## src/hw/rtl/srm_pkg.sv

```systemverilog
// ----------------------------------------------------------------------------
// srm_pkg: shared types and constants of the scaler rate meter
// Field widths, alarm codes, register indexes, controller states and the
// command and status groups between controller and datapath.
// ----------------------------------------------------------------------------
package srm_pkg;

    localparam int COUNT_W  = 64;
    localparam int TIME_W   = 48;
    localparam int RATE_W   = 48;
    localparam int STATUS_W = 2;
    localparam int HALF_W   = 32;
    localparam int MULT_W   = 10;

    // Hz per count per millisecond
    localparam logic [MULT_W-1:0] RATE_MULT = 10'd1000;

    localparam int CFG_IDX_W = 2;
    localparam logic [CFG_IDX_W-1:0] REG_ALARM_EN   = 2'd0;
    localparam logic [CFG_IDX_W-1:0] REG_LOW_LIMIT  = 2'd1;
    localparam logic [CFG_IDX_W-1:0] REG_HIGH_LIMIT = 2'd2;

    typedef enum logic [STATUS_W-1:0] {
        ALARM_OFF  = 2'd0,
        ALARM_OK   = 2'd1,
        ALARM_LOW  = 2'd2,
        ALARM_HIGH = 2'd3
    } t_alarm;

    typedef enum logic [3:0] {
        ST_IDLE,
        ST_CHECK,
        ST_MUL_LO,
        ST_MUL_HI,
        ST_RATE_GO,
        ST_RATE_WAIT,
        ST_UPDATE,
        ST_MEAN_GO,
        ST_MEAN_WAIT,
        ST_FINISH
    } t_state;

    typedef struct packed {
        logic accept;
        logic mul_lo;
        logic mul_hi;
        logic div_rate;
        logic div_mean;
        logic cap_rate;
        logic cap_mean;
        logic win_update;
        logic out_load;
    } t_dp_cmd;

    typedef struct packed {
        logic take;
        logic div_done;
        logic out_free;
    } t_dp_stat;

endpackage

```

## src/hw/rtl/srm_ifs.sv

```systemverilog
// ----------------------------------------------------------------------------
// srm_ifs: item channels of the scaler rate meter
// Refresh channel (count and timestamp) and result channel (rate and alarm).
// ----------------------------------------------------------------------------
interface srm_in_if;
    import srm_pkg::*;

    logic               valid;
    logic               ready;
    logic [COUNT_W-1:0] event_count;
    logic [TIME_W-1:0]  now_ms;

    modport source (output valid, output event_count, output now_ms, input ready);
    modport sink   (input valid, input event_count, input now_ms, output ready);
endinterface

interface srm_out_if;
    import srm_pkg::*;

    logic                valid;
    logic                ready;
    logic [RATE_W-1:0]   rate;
    logic [STATUS_W-1:0] alarm_status;

    modport source (output valid, output rate, output alarm_status, input ready);
    modport sink   (input valid, input rate, input alarm_status, output ready);
endinterface

```

## src/hw/rtl/srm_ram.sv

```systemverilog
// ----------------------------------------------------------------------------
// srm_ram: generic single-port-write RAM with registered read
// One write and one read address per cycle.
// ----------------------------------------------------------------------------
module srm_ram #(
    parameter int WIDTH = 48,
    parameter int DEPTH = 8,
    localparam int AW = (DEPTH > 1) ? $clog2(DEPTH) : 1
) (
    input  logic             i_clk,
    input  logic             i_we,
    input  logic [AW-1:0]    i_waddr,
    input  logic [WIDTH-1:0] i_wdata,
    input  logic [AW-1:0]    i_raddr,
    output logic [WIDTH-1:0] o_rdata
);
    logic [WIDTH-1:0] r_mem [DEPTH];
    logic [WIDTH-1:0] r_rdata;

    always_ff @(posedge i_clk) begin
        if (i_we) begin
            r_mem[i_waddr] <= i_wdata;
        end
        r_rdata <= r_mem[i_raddr];
    end

    assign o_rdata = r_rdata;
endmodule

```

## src/hw/rtl/srm_div.sv

```systemverilog
// ----------------------------------------------------------------------------
// srm_div: restoring divider, one quotient bit per cycle
// Quotient keeps the low 48 bits; any higher quotient bit sets the saturate flag.
// ----------------------------------------------------------------------------
module srm_div #(
    parameter int DVD_W = 82,
    parameter int CNT_W = 7
) (
    input  logic                       i_clk,
    input  logic                       i_rst_n,
    input  logic                       i_start,
    input  logic [DVD_W-1:0]           i_dividend,
    input  logic [srm_pkg::RATE_W-1:0] i_divisor,
    input  logic [CNT_W-1:0]           i_steps,
    output logic [srm_pkg::RATE_W-1:0] o_quotient,
    output logic                       o_sat,
    output logic                       o_done
);
    import srm_pkg::*;

    logic [DVD_W-1:0]  r_dvd;
    logic [RATE_W-1:0] r_dvs;
    logic [RATE_W-1:0] r_rem;
    logic [RATE_W-1:0] r_quo;
    logic              r_sat;
    logic [CNT_W-1:0]  r_cnt;
    logic              r_busy;
    logic              r_done;

    logic [RATE_W:0]   rem_sh;
    logic [RATE_W:0]   diff;
    logic              ge;
    logic [RATE_W-1:0] n_rem;

    // shift in the next dividend bit, subtract when it fits
    always_comb begin
        rem_sh = {r_rem, r_dvd[DVD_W-1]};
        diff   = rem_sh - {1'b0, r_dvs};
        ge     = (rem_sh >= {1'b0, r_dvs});
        n_rem  = ge ? diff[RATE_W-1:0] : rem_sh[RATE_W-1:0];
    end

    always_ff @(posedge i_clk) begin
        if (!i_rst_n) begin
            r_busy <= 1'b0;
            r_done <= 1'b0;
            r_cnt  <= '0;
        end else begin
            r_done <= 1'b0;
            if (i_start) begin
                r_busy <= 1'b1;
                r_cnt  <= i_steps;
            end else if (r_busy) begin
                r_cnt <= r_cnt - CNT_W'(1);
                if (r_cnt == CNT_W'(1)) begin
                    r_busy <= 1'b0;
                    r_done <= 1'b1;
                end
            end
        end
    end

    always_ff @(posedge i_clk) begin
        if (i_start) begin
            r_dvd <= i_dividend;
            r_dvs <= i_divisor;
            r_rem <= '0;
            r_quo <= '0;
            r_sat <= 1'b0;
        end else if (r_busy) begin
            r_dvd <= {r_dvd[DVD_W-2:0], 1'b0};
            r_rem <= n_rem;
            r_quo <= {r_quo[RATE_W-2:0], ge};
            r_sat <= r_sat | r_quo[RATE_W-1];
        end
    end

    assign o_quotient = r_quo;
    assign o_sat      = r_sat;
    assign o_done     = r_done;
endmodule

```

## src/hw/rtl/srm_dp.sv

```systemverilog
// ----------------------------------------------------------------------------
// srm_dp: datapath of the scaler rate meter
// Snapshot, shared 32x10 multiplier, divider, rate window, running total,
// configuration registers and the result register.
// ----------------------------------------------------------------------------
module srm_dp #(
    parameter int HISTORY_DEPTH      = 8,
    parameter int RATE_FRACTION_BITS = 8
) (
    input  logic                          i_clk,
    input  logic                          i_rst_n,
    input  srm_pkg::t_dp_cmd              i_cmd,
    output srm_pkg::t_dp_stat             o_stat,
    input  logic [srm_pkg::COUNT_W-1:0]   i_event_count,
    input  logic [srm_pkg::TIME_W-1:0]    i_now_ms,
    input  logic                          i_cfg_we,
    input  logic [srm_pkg::CFG_IDX_W-1:0] i_cfg_index,
    input  logic [srm_pkg::RATE_W-1:0]    i_cfg_wdata,
    output logic                          o_out_valid,
    input  logic                          i_out_ready,
    output logic [srm_pkg::RATE_W-1:0]    o_rate,
    output logic [srm_pkg::STATUS_W-1:0]  o_alarm_status
);
    import srm_pkg::*;

    localparam int SLOT_W  = (HISTORY_DEPTH > 1) ? $clog2(HISTORY_DEPTH) : 1;
    localparam int FILL_W  = $clog2(HISTORY_DEPTH + 1);
    localparam int TOT_W   = RATE_W + $clog2(HISTORY_DEPTH);
    localparam int PART_W  = HALF_W + MULT_W;
    localparam int PROD_W  = COUNT_W + MULT_W;
    localparam int DVD_W   = PROD_W + RATE_FRACTION_BITS;
    localparam int CNT_W   = $clog2(DVD_W + 1);
    localparam int MEAN_SH = DVD_W - TOT_W;

    logic [TIME_W-1:0]   r_last_time;
    logic [COUNT_W-1:0]  r_last_count;
    logic [COUNT_W-1:0]  r_delta;
    logic [TIME_W-1:0]   r_dt;
    logic                r_take;
    logic [PART_W-1:0]   r_prod_lo;
    logic [PART_W-1:0]   r_prod_hi;
    logic [RATE_W-1:0]   r_inst;
    logic [FILL_W-1:0]   r_fill;
    logic [SLOT_W-1:0]   r_slot;
    logic [TOT_W-1:0]    r_total;
    logic [RATE_W-1:0]   r_avg;
    logic                r_alarm_en;
    logic [RATE_W-1:0]   r_low_limit;
    logic [RATE_W-1:0]   r_high_limit;
    logic                r_out_valid;
    logic [RATE_W-1:0]   r_out_rate;
    t_alarm              r_out_status;

    logic [HALF_W-1:0]   mul_op;
    logic [PART_W-1:0]   mul_res;
    logic [PROD_W-1:0]   prod;
    logic [DVD_W-1:0]    div_dvd;
    logic [RATE_W-1:0]   div_dvs;
    logic [CNT_W-1:0]    div_steps;
    logic                div_start;
    logic [RATE_W-1:0]   div_quo;
    logic                div_sat;
    logic                div_done;
    logic [RATE_W-1:0]   old_rate;
    logic                win_full;
    logic [TOT_W-1:0]    n_total;
    logic [SLOT_W-1:0]   n_slot;
    t_alarm              alarm;

    // one 32x10 multiplier, low half then high half of the count delta
    always_comb begin
        mul_op  = i_cmd.mul_hi ? r_delta[COUNT_W-1:HALF_W] : r_delta[HALF_W-1:0];
        mul_res = PART_W'(mul_op) * PART_W'(RATE_MULT);
        prod    = PROD_W'(r_prod_lo) + {r_prod_hi, {HALF_W{1'b0}}};
    end

    // rate: (delta * 1000) << frac over elapsed ms; mean: total over fill,
    // left-aligned so that only the total's own bits are stepped through
    always_comb begin
        div_start = i_cmd.div_rate | i_cmd.div_mean;
        if (i_cmd.div_mean) begin
            div_dvd   = DVD_W'(r_total) << MEAN_SH;
            div_dvs   = RATE_W'(r_fill);
            div_steps = CNT_W'(TOT_W);
        end else begin
            div_dvd   = DVD_W'(prod) << RATE_FRACTION_BITS;
            div_dvs   = r_dt;
            div_steps = CNT_W'(DVD_W);
        end
    end

    srm_div #(
        .DVD_W (DVD_W),
        .CNT_W (CNT_W)
    ) u_div (
        .i_clk      (i_clk),
        .i_rst_n    (i_rst_n),
        .i_start    (div_start),
        .i_dividend (div_dvd),
        .i_divisor  (div_dvs),
        .i_steps    (div_steps),
        .o_quotient (div_quo),
        .o_sat      (div_sat),
        .o_done     (div_done)
    );

    srm_ram #(
        .WIDTH (RATE_W),
        .DEPTH (HISTORY_DEPTH)
    ) u_window (
        .i_clk   (i_clk),
        .i_we    (i_cmd.win_update),
        .i_waddr (r_slot),
        .i_wdata (r_inst),
        .i_raddr (r_slot),
        .o_rdata (old_rate)
    );

    // drop the oldest entry once the window is full, add the new one
    always_comb begin
        win_full = (r_fill == FILL_W'(HISTORY_DEPTH));
        n_total  = r_total - (win_full ? TOT_W'(old_rate) : '0) + TOT_W'(r_inst);
        n_slot   = (r_slot == SLOT_W'(HISTORY_DEPTH - 1)) ? '0 : r_slot + SLOT_W'(1);
    end

    // low check wins over high check
    always_comb begin
        if (!r_alarm_en) begin
            alarm = ALARM_OFF;
        end else if ((r_low_limit != '0) && (r_avg < r_low_limit)) begin
            alarm = ALARM_LOW;
        end else if ((r_high_limit != '0) && (r_avg > r_high_limit)) begin
            alarm = ALARM_HIGH;
        end else begin
            alarm = ALARM_OK;
        end
    end

    always_ff @(posedge i_clk) begin
        if (!i_rst_n) begin
            r_last_time <= '0;
            r_last_count <= '0;
            r_take <= 1'b0;
            r_fill <= '0;
            r_slot <= '0;
            r_total <= '0;
            r_avg <= '0;
            r_alarm_en <= 1'b0;
            r_low_limit <= '0;
            r_high_limit <= '0;
            r_out_valid <= 1'b0;
        end else begin
            if (i_cmd.accept) begin
                r_take <= (r_last_time != '0) && (i_now_ms > r_last_time);
                r_last_time <= i_now_ms;
                r_last_count <= i_event_count;
            end
            if (i_cmd.win_update) begin
                r_total <= n_total;
                r_slot <= n_slot;
                if (!win_full) begin
                    r_fill <= r_fill + FILL_W'(1);
                end
            end
            if (i_cmd.cap_mean) begin
                r_avg <= div_quo;
            end
            if (i_cfg_we) begin
                case (i_cfg_index)
                    REG_ALARM_EN:   r_alarm_en <= i_cfg_wdata[0];
                    REG_LOW_LIMIT:  r_low_limit <= i_cfg_wdata;
                    REG_HIGH_LIMIT: r_high_limit <= i_cfg_wdata;
                    default: ;
                endcase
            end
            if (i_cmd.out_load) begin
                r_out_valid <= 1'b1;
            end else if (i_out_ready) begin
                r_out_valid <= 1'b0;
            end
        end
    end

    always_ff @(posedge i_clk) begin
        if (i_cmd.accept) begin
            r_delta <= i_event_count - r_last_count;
            r_dt <= i_now_ms - r_last_time;
        end
        if (i_cmd.mul_lo) begin
            r_prod_lo <= mul_res;
        end
        if (i_cmd.mul_hi) begin
            r_prod_hi <= mul_res;
        end
        if (i_cmd.cap_rate) begin
            r_inst <= div_sat ? '1 : div_quo;
        end
        if (i_cmd.out_load) begin
            r_out_rate <= r_avg;
            r_out_status <= alarm;
        end
    end

    assign o_stat.take     = r_take;
    assign o_stat.div_done = div_done;
    assign o_stat.out_free = !r_out_valid || i_out_ready;

    assign o_out_valid    = r_out_valid;
    assign o_rate         = r_out_rate;
    assign o_alarm_status = r_out_status;
endmodule

```

## src/hw/rtl/srm_ctrl.sv

```systemverilog
// ----------------------------------------------------------------------------
// srm_ctrl: sequencer of the scaler rate meter
// Steps one refresh item through multiply, divide, window update and mean.
// ----------------------------------------------------------------------------
module srm_ctrl (
    input  logic               i_clk,
    input  logic               i_rst_n,
    input  logic               i_in_valid,
    output logic               o_in_ready,
    input  srm_pkg::t_dp_stat  i_stat,
    output srm_pkg::t_dp_cmd   o_cmd,
    output srm_pkg::t_state    o_state
);
    import srm_pkg::*;

    t_state  r_state;
    t_state  n_state;
    t_dp_cmd cmd;
    logic    in_ready;

    always_ff @(posedge i_clk) begin
        if (!i_rst_n) begin
            r_state <= ST_IDLE;
        end else begin
            r_state <= n_state;
        end
    end

    always_comb begin
        n_state  = r_state;
        cmd      = '0;
        in_ready = 1'b0;
        unique case (r_state)
            ST_IDLE: begin
                in_ready = 1'b1;
                if (i_in_valid) begin
                    cmd.accept = 1'b1;
                    n_state = ST_CHECK;
                end
            end
            ST_CHECK: begin
                n_state = i_stat.take ? ST_MUL_LO : ST_FINISH;
            end
            ST_MUL_LO: begin
                cmd.mul_lo = 1'b1;
                n_state = ST_MUL_HI;
            end
            ST_MUL_HI: begin
                cmd.mul_hi = 1'b1;
                n_state = ST_RATE_GO;
            end
            ST_RATE_GO: begin
                cmd.div_rate = 1'b1;
                n_state = ST_RATE_WAIT;
            end
            ST_RATE_WAIT: begin
                if (i_stat.div_done) begin
                    cmd.cap_rate = 1'b1;
                    n_state = ST_UPDATE;
                end
            end
            ST_UPDATE: begin
                cmd.win_update = 1'b1;
                n_state = ST_MEAN_GO;
            end
            ST_MEAN_GO: begin
                cmd.div_mean = 1'b1;
                n_state = ST_MEAN_WAIT;
            end
            ST_MEAN_WAIT: begin
                if (i_stat.div_done) begin
                    cmd.cap_mean = 1'b1;
                    n_state = ST_FINISH;
                end
            end
            ST_FINISH: begin
                if (i_stat.out_free) begin
                    cmd.out_load = 1'b1;
                    n_state = ST_IDLE;
                end
            end
            default: begin
                n_state = ST_IDLE;
            end
        endcase
    end

    assign o_cmd      = cmd;
    assign o_in_ready = in_ready;
    assign o_state    = r_state;
endmodule

```

## src/hw/rtl/scaler_rate_meter_with_alarm.sv

```systemverilog
// ----------------------------------------------------------------------------
// scaler_rate_meter_with_alarm: windowed scaler rate with low/high alarm
// Turns refresh items (cumulative count, ms timestamp) into an averaged rate
// in Hz with RATE_FRACTION_BITS fraction bits and a 2-bit alarm status.
// ----------------------------------------------------------------------------
// Every refresh item yields exactly one result item. When a snapshot exists
// (stored time nonzero) and time advanced, the instant rate
// (delta_count * 1000 << RATE_FRACTION_BITS) / elapsed_ms, saturated to 48
// bits, enters a window of the last HISTORY_DEPTH rates, and the result rate
// is the truncated mean of the window; otherwise the previous rate repeats.
// The snapshot is overwritten on every item. Alarm status: 0 disabled, 1 ok,
// 2 below the low threshold, 3 above the high threshold; the low check wins,
// a zero threshold turns its check off. One item is in flight at a time. Both
// divisions of a refresh that adds a rate run on one shared restoring divider
// at one bit per cycle, over DVD_W = 74 + RATE_FRACTION_BITS and then
// TOT_W = 48 + clog2(HISTORY_DEPTH) dividend bits. A finished result sits in
// an output register; the next item is accepted while it waits to be taken.
// Configuration (index 0 alarm enable, 1 low threshold, 2 high threshold) is
// written through i_cfg_we / i_cfg_index / i_cfg_wdata; other indexes are
// ignored.
// ----------------------------------------------------------------------------
module scaler_rate_meter_with_alarm #(
    parameter int HISTORY_DEPTH      = 8,
    parameter int RATE_FRACTION_BITS = 8
) (
    input  logic                          i_clk,
    input  logic                          i_rst_n,
    srm_in_if.sink                        i_in,
    srm_out_if.source                     o_out,
    input  logic                          i_cfg_we,
    input  logic [srm_pkg::CFG_IDX_W-1:0] i_cfg_index,
    input  logic [srm_pkg::RATE_W-1:0]    i_cfg_wdata
);
    import srm_pkg::*;

    t_dp_cmd  cmd;
    t_dp_stat stat;
    t_state   state;
    logic     in_ready;

    // sequencer: owns the input handshake and issues datapath commands
    srm_ctrl u_ctrl (
        .i_clk      (i_clk),
        .i_rst_n    (i_rst_n),
        .i_in_valid (i_in.valid),
        .o_in_ready (in_ready),
        .i_stat     (stat),
        .o_cmd      (cmd),
        .o_state    (state)
    );

    // datapath: snapshot, arithmetic, window and the result register
    srm_dp #(
        .HISTORY_DEPTH      (HISTORY_DEPTH),
        .RATE_FRACTION_BITS (RATE_FRACTION_BITS)
    ) u_dp (
        .i_clk          (i_clk),
        .i_rst_n        (i_rst_n),
        .i_cmd          (cmd),
        .o_stat         (stat),
        .i_event_count  (i_in.event_count),
        .i_now_ms       (i_in.now_ms),
        .i_cfg_we       (i_cfg_we),
        .i_cfg_index    (i_cfg_index),
        .i_cfg_wdata    (i_cfg_wdata),
        .o_out_valid    (o_out.valid),
        .i_out_ready    (o_out.ready),
        .o_rate         (o_out.rate),
        .o_alarm_status (o_out.alarm_status)
    );

    assign i_in.ready = in_ready;

    // hold off new items for the whole time one is being worked on
    a_accept_blocks: assert property (@(posedge i_clk) disable iff (!i_rst_n)
        (i_in.valid && i_in.ready) |=> !i_in.ready)
        else $error("input taken again right after an accept");

    // divider results arrive only when the sequencer waits for one
    a_done_in_wait: assert property (@(posedge i_clk) disable iff (!i_rst_n)
        stat.div_done |-> (state == ST_RATE_WAIT || state == ST_MEAN_WAIT))
        else $error("divider finished outside a wait state");

    // never overwrite a result that has not been taken
    a_no_overwrite: assert property (@(posedge i_clk) disable iff (!i_rst_n)
        cmd.out_load |-> (!o_out.valid || o_out.ready))
        else $error("result register loaded while still full");

    // one result for each accepted item: loading implies an item was in flight
    a_load_after_work: assert property (@(posedge i_clk) disable iff (!i_rst_n)
        cmd.out_load |-> !i_in.ready)
        else $error("result loaded while idle");
endmodule

```

## src/flat_wrapper.sv

```systemverilog
// flat-port wrapper written by rule: the top's interface ports become plain ports
module scaler_rate_meter_with_alarm_flat import srm_pkg::*;
#(
    parameter int HISTORY_DEPTH      = 8,
    parameter int RATE_FRACTION_BITS = 8
)
  (i_clk, i_rst_n, i_cfg_we, i_cfg_index, i_cfg_wdata, i_in_valid, i_in_event_count, i_in_now_ms, i_in_ready, o_out_valid, o_out_rate, o_out_alarm_status, o_out_ready);
  srm_in_if i_in_i ();
  srm_out_if o_out_i ();
  input  logic i_clk;
  input  logic i_rst_n;
  input  logic i_cfg_we;
  input  logic [srm_pkg::CFG_IDX_W-1:0] i_cfg_index;
  input  logic [srm_pkg::RATE_W-1:0] i_cfg_wdata;
  input wire logic [$bits(i_in_i.valid)-1:0] i_in_valid;
  input wire logic [$bits(i_in_i.event_count)-1:0] i_in_event_count;
  input wire logic [$bits(i_in_i.now_ms)-1:0] i_in_now_ms;
  output wire logic [$bits(i_in_i.ready)-1:0] i_in_ready;
  output wire logic [$bits(o_out_i.valid)-1:0] o_out_valid;
  output wire logic [$bits(o_out_i.rate)-1:0] o_out_rate;
  output wire logic [$bits(o_out_i.alarm_status)-1:0] o_out_alarm_status;
  input wire logic [$bits(o_out_i.ready)-1:0] o_out_ready;
  assign i_in_i.valid = i_in_valid;
  assign i_in_i.event_count = i_in_event_count;
  assign i_in_i.now_ms = i_in_now_ms;
  assign i_in_ready = i_in_i.ready;
  assign o_out_valid = o_out_i.valid;
  assign o_out_rate = o_out_i.rate;
  assign o_out_alarm_status = o_out_i.alarm_status;
  assign o_out_i.ready = o_out_ready;
  scaler_rate_meter_with_alarm #(.HISTORY_DEPTH(HISTORY_DEPTH), .RATE_FRACTION_BITS(RATE_FRACTION_BITS)) u_core (.i_clk(i_clk), .i_rst_n(i_rst_n), .i_in(i_in_i), .o_out(o_out_i), .i_cfg_we(i_cfg_we), .i_cfg_index(i_cfg_index), .i_cfg_wdata(i_cfg_wdata));
endmodule
```

## config.mk

```make
export PLATFORM = sky130hd
export DESIGN_NAME = scaler_rate_meter_with_alarm_flat
export DESIGN_NICKNAME = d
export VERILOG_FILES = /design/src/hw/rtl/srm_pkg.sv /design/src/hw/rtl/srm_ifs.sv /design/src/hw/rtl/srm_ram.sv /design/src/hw/rtl/srm_div.sv /design/src/hw/rtl/srm_dp.sv /design/src/hw/rtl/srm_ctrl.sv /design/src/hw/rtl/scaler_rate_meter_with_alarm.sv /design/src/flat_wrapper.sv
export SDC_FILE = /design/constraint.sdc
export NUM_CORES = 2
export LEC_CHECK = 0
export BUFFER_PORTS_ARGS = -buffer_cell sky130_fd_sc_hd__buf_2
export CELL_PAD_IN_SITES_DETAIL_PLACEMENT = 1
export CELL_PAD_IN_SITES_GLOBAL_PLACEMENT = 1
export CORE_MARGIN = 3
export CORE_UTILIZATION = 54
export CTS_CLUSTER_DIAMETER = 200
export DETAILED_ROUTE_END_ITERATION = 10
export GPL_ROUTABILITY_DRIVEN = 0
export PLACE_DENSITY = 0.92
export REMOVE_ABC_BUFFERS = 1
export SLEW_MARGIN = 10
export SYNTH_ARGS = -nofsm -noshare
export SYNTH_HDL_FRONTEND = slang
export SYNTH_SLANG_ARGS = --single-unit
```

## constraint.sdc

```tcl
create_clock -name i_clk -period 20.4 [get_ports i_clk]
set_input_delay 1.02 -clock i_clk [delete_from_list [all_inputs] [get_ports i_clk]]
set_output_delay 1.02 -clock i_clk [all_outputs]
set_load 0.02 [all_outputs]
```

==> results.txt <==
Crit path cell chain - nand2b_1, nor2_4, buf_4, mux2i_1, xnor2_1, xnor2_1, fa_1, fa_1, fa_1, inv_1, ha_1, nor4_1, o21ai_0, nand2_1, o31ai_1, a41o_1, or4_1, a31oi_1, o21ai_0, a21oi_1, o21ai_1, xnor2_1
CTS Root Cell - clkbuf_16
Min-Delay Startpoint - u_core.u_dp.r_last_count[4]$_SDFFE_PN0P_
# clock sinks - 1266
Synthesized area - 66890 sq um
H-Tree Level Count - 4
Max stage delay on crit path - 990 ps
Max Fclk - 110.1 MHz
Clock skew - 54.55 ps
Avg Cell Area, Syn - 10.22 sq um
DRT iter0 DRCs - 6628
Top post-synthesis cells by area - edfxtp_1 (36%), dfxtp_1 (14%), ha_1 (7.4%)
DR vias - 56450
Leak pwr - 28.17 nW
I/O Pins - 219
Antenna violations before repair - 17
Mapped Cells - 6545
Layout cells sized above 1 - 0.09166
Initial Util - 0.5467
RSZ-0062 raised after global routing - false
Post-CTS Setup Bufs - 0
P_int - 6.646 mW
Critical R2R Capture - u_core.u_dp.r_prod_hi[38]$_DFFE_PP_
Most area-hungry cell type in the Yosys netlist - edfxtp_1
Dpl ws - 12040 ps
Antenna Nets Post-Route - 0
Clock latency on the worst-skew pair - 840 ps
Net Sw Frac - 0.4128
CTS clk-pin slew, worst paths - 60 ps
Critical Path RT - 20990 ps
Netlist cell types - 96
Post-route worst setup slack - 11320 ps
Final core utilization - 0.6064
CTS Buffer Depth - 3
Slowest-stage cell, CP - mux2i_1
Reg2Reg Setup Slack - 11320 ps
# setup viols final - 0
Top cell type's share of synthesized area - 0.3551
FF-to-FF Start - u_core.u_ctrl.o_state[0]$_SDFFE_PN0P_
CP endpoint kind - flip-flop
Fin nets - 7354
Synth async-reset ratio - 0
Global-route wire length before repair - 376600 um
CTS tree - yes
Sequential share of the synthesized area - 0.4973
Switching pwr - 4.673 mW
Std-Cell Rows - 128
Startpoint types - flip-flop
Post-synthesis register bit count - 1266
Drc violations - 0
Period utilization - 0.4452
Post-Route WL - 250200 um
Total track usage - 0.3865
Critical path type - flip-flop to flip-flop
CORE AREA - 122400 sq um
Largest net degree at the start of global routing - 142
Combinational share of power - 0.461
Tightest Pin Transition - 1213 ps
Flop pwr share - 0.298
Hold worst-path end - u_core.u_dp.r_last_count[4]$_SDFFE_PN0P_
Via density - 6.724
Max Slew Vio Count - 0
Cells on worst reg2reg path - 22
EDFF count, synth - 791
Die H - 357.9 um
Cell Pwr Density - 152.5 nW/um^2
Die width - 357.9 um
Worst EP arrival - 9670 ps
Synth warn - 0
Fin Setup TNS - 0 ps
Area grow syn2layout - 10.93%
DIE AREA - 128100 sq um
Top FF cell, synth - edfxtp_1
Tmin final - 9081 ps
Post-DP HPWL - 145400 um
Hold Path Class - flip-flop to flip-flop
Clock share of power - 0.241
Post-CTS Hold Buffers - 0
Vias in the first global route - 60640
Commonest non-fill, non-tap cells in the layout - edfxtp_1 (791), nand2_1 (770), inv_1 (656)
Max VDD drop - 0.0002421 V
Status - completed
Wirelength per Cell - 29.80 um
Hold path depth - 2
Slew headroom - 0.1826
Cts repair resizes - 0
Crit Path Max Fanout - 73
CTS buffer count - 136
Final Hold Vio Count - 0
PortBufs - 218
GRT overflow - 0
First drt pass iteration count - 9
Most common cell after layout, fill and taps aside - edfxtp_1
Max cap viols - 0
[area by class of cell]
class / count / area (sq um)
antenna: 6 / 15.01
clock buffer: 184 / 3859
clock inverter: 70 / 957.2
fill: 13020 / 48160
inverter: 659 / 2491
multi-input combinational: 4326 / 30180
sequential: 1266 / 33270
tap: 1625 / 2033
timing repair buffer: 259 / 1399
[synthesized netlist by cell type, drive strengths merged, types with 6 or more instances]
master and n:
xor2 103, xnor2 196, a21oi 643, a221oi 8, clkbuf 259, a211oi 56, o21a 31, a31oi 43
o211ai 15, nand3 83, mux2i 97, o21ai 239, maj3 6, edfxtp 791, nand3b 8, nor3b 7
a21boi 11, nor2 308, and2 74, o31ai 12, o21bai 51, o311ai 10, fa 145, nand4 127
nor4 54, dfxtp 475, inv 658, or3 13, nor3 55, nand2 772, a21o 163, a221o 18
buf 35, a22o 21, ha 394, a22oi 230, and4 9, or2 61, nor2b 102, and3 27
nand2b 43, a41oi 9, o31a 7
[layer usage]
layer	track usage	vias to the layer above	wire, um
met4	0.2841	24	21620
li1	-	23270	-
met1	0.4207	27550	84660
met2	0.6390	4015	118900
met3	0.1166	1589	24810
met5	0.001509	-	171
[through the flow]
step | total power, mW | cells | hold WS (ps) | cell area [sq um]
floorplan | 6.703 | 6251 | 430.0 | 65760
global placement | 7.537 | 8135 | 439.8 | 69360
detailed placement | 8.081 | 8135 | 448.4 | 69360
CTS | 11.12 | 8389 | 437.5 | 74170
global route | 11.74 | 8390 | 455.3 | 74180
finish | 11.32 | 8395 | 453.3 | 74200
[worst max-delay path: cells and delay by family, from the launching register on]
kind | cells | cell delay [ps]
flops | 1 | 660
fa+ha+maj | 4 | 1820
buf+inv | 2 | 990
xor+xnor | 3 | 930
simple gates | 5 | 1590
compound gates | 7 | 1830
mux | 1 | 990
[cell families after synthesis]
logic type               after synthesis  share of synthesized area
adder cells (fa/ha/maj)              545                     0.1180
XOR/XNOR                             299                    0.03915
multiplexers                         100                    0.01502
buffers and inverters                953                    0.05380
AND/OR/NAND/NOR                     1758                     0.1230
flip-flops                          1266                     0.4973
AO/OA/AOI/OAI                       1624                     0.1538
[state kept, by name, summed over array words and instances, names as in the netlist, 4 cells and up]
name,cells
u_core.u_ctrl.o_state,4
u_core.u_dp.r_prod_hi,39
u_core.u_dp.u_div.r_dvs,48
u_core.u_dp.r_last_time,48
u_core.u_dp.u_div.r_dvd,71
u_core.u_dp.r_last_count,64
u_core.u_dp.r_fill,4
u_core.u_dp.u_window.o_rdata,48
u_core.u_dp.r_dt,48
u_core.u_dp.u_window.r_mem,384
u_core.u_dp.u_div.o_quotient,48
u_core.u_dp.o_rate,48
u_core.u_dp.r_total,51
u_core.u_dp.u_div.r_cnt,7
u_core.u_dp.r_delta,64
u_core.u_dp.u_div.r_rem,48
u_core.u_dp.r_low_limit,48
u_core.u_dp.r_high_limit,48
u_core.u_dp.r_avg,48
u_core.u_dp.r_prod_lo,39
u_core.u_dp.r_inst,48
[worst max-delay path by stage]
stage,start,end,slack (ps),cells after the start
finish,u_core.u_ctrl.o_state[0]$_SDFFE_PN0P_,u_core.u_dp.r_prod_hi[38]$_DFFE_PP_,11320,22
detailed placement,u_core.u_ctrl.o_state[0]$_SDFFE_PN0P_,u_core.u_dp.r_prod_hi[38]$_DFFE_PP_,12040,24
global placement,u_core.u_ctrl.o_state[0]$_SDFFE_PN0P_,u_core.u_dp.r_prod_hi[39]$_DFFE_PP_,12640,24
global route,u_core.u_ctrl.o_state[0]$_SDFFE_PN0P_,u_core.u_dp.r_prod_hi[38]$_DFFE_PP_,10920,22
CTS,u_core.u_ctrl.o_state[0]$_SDFFE_PN0P_,u_core.u_dp.r_prod_hi[38]$_DFFE_PP_,11480,22
floorplan,u_core.u_ctrl.o_state[0]$_SDFFE_PN0P_,u_core.u_dp.r_prod_hi[39]$_DFFE_PP_,9860,23
[power groups by stage]
stage	clock, mW	combinational (mW)	sequential [mW]
6_report	2.73	5.22	3.37
5_1_grt	2.83	5.53	3.38
2_1_floorplan	0	3.32	3.38
3_5_place_dp	0	4.67	3.41
3_3_place_gp	0	4.14	3.39
4_1_cts	2.73	5.03	3.36
No activity file was read; power rests on OpenSTA's default activity.
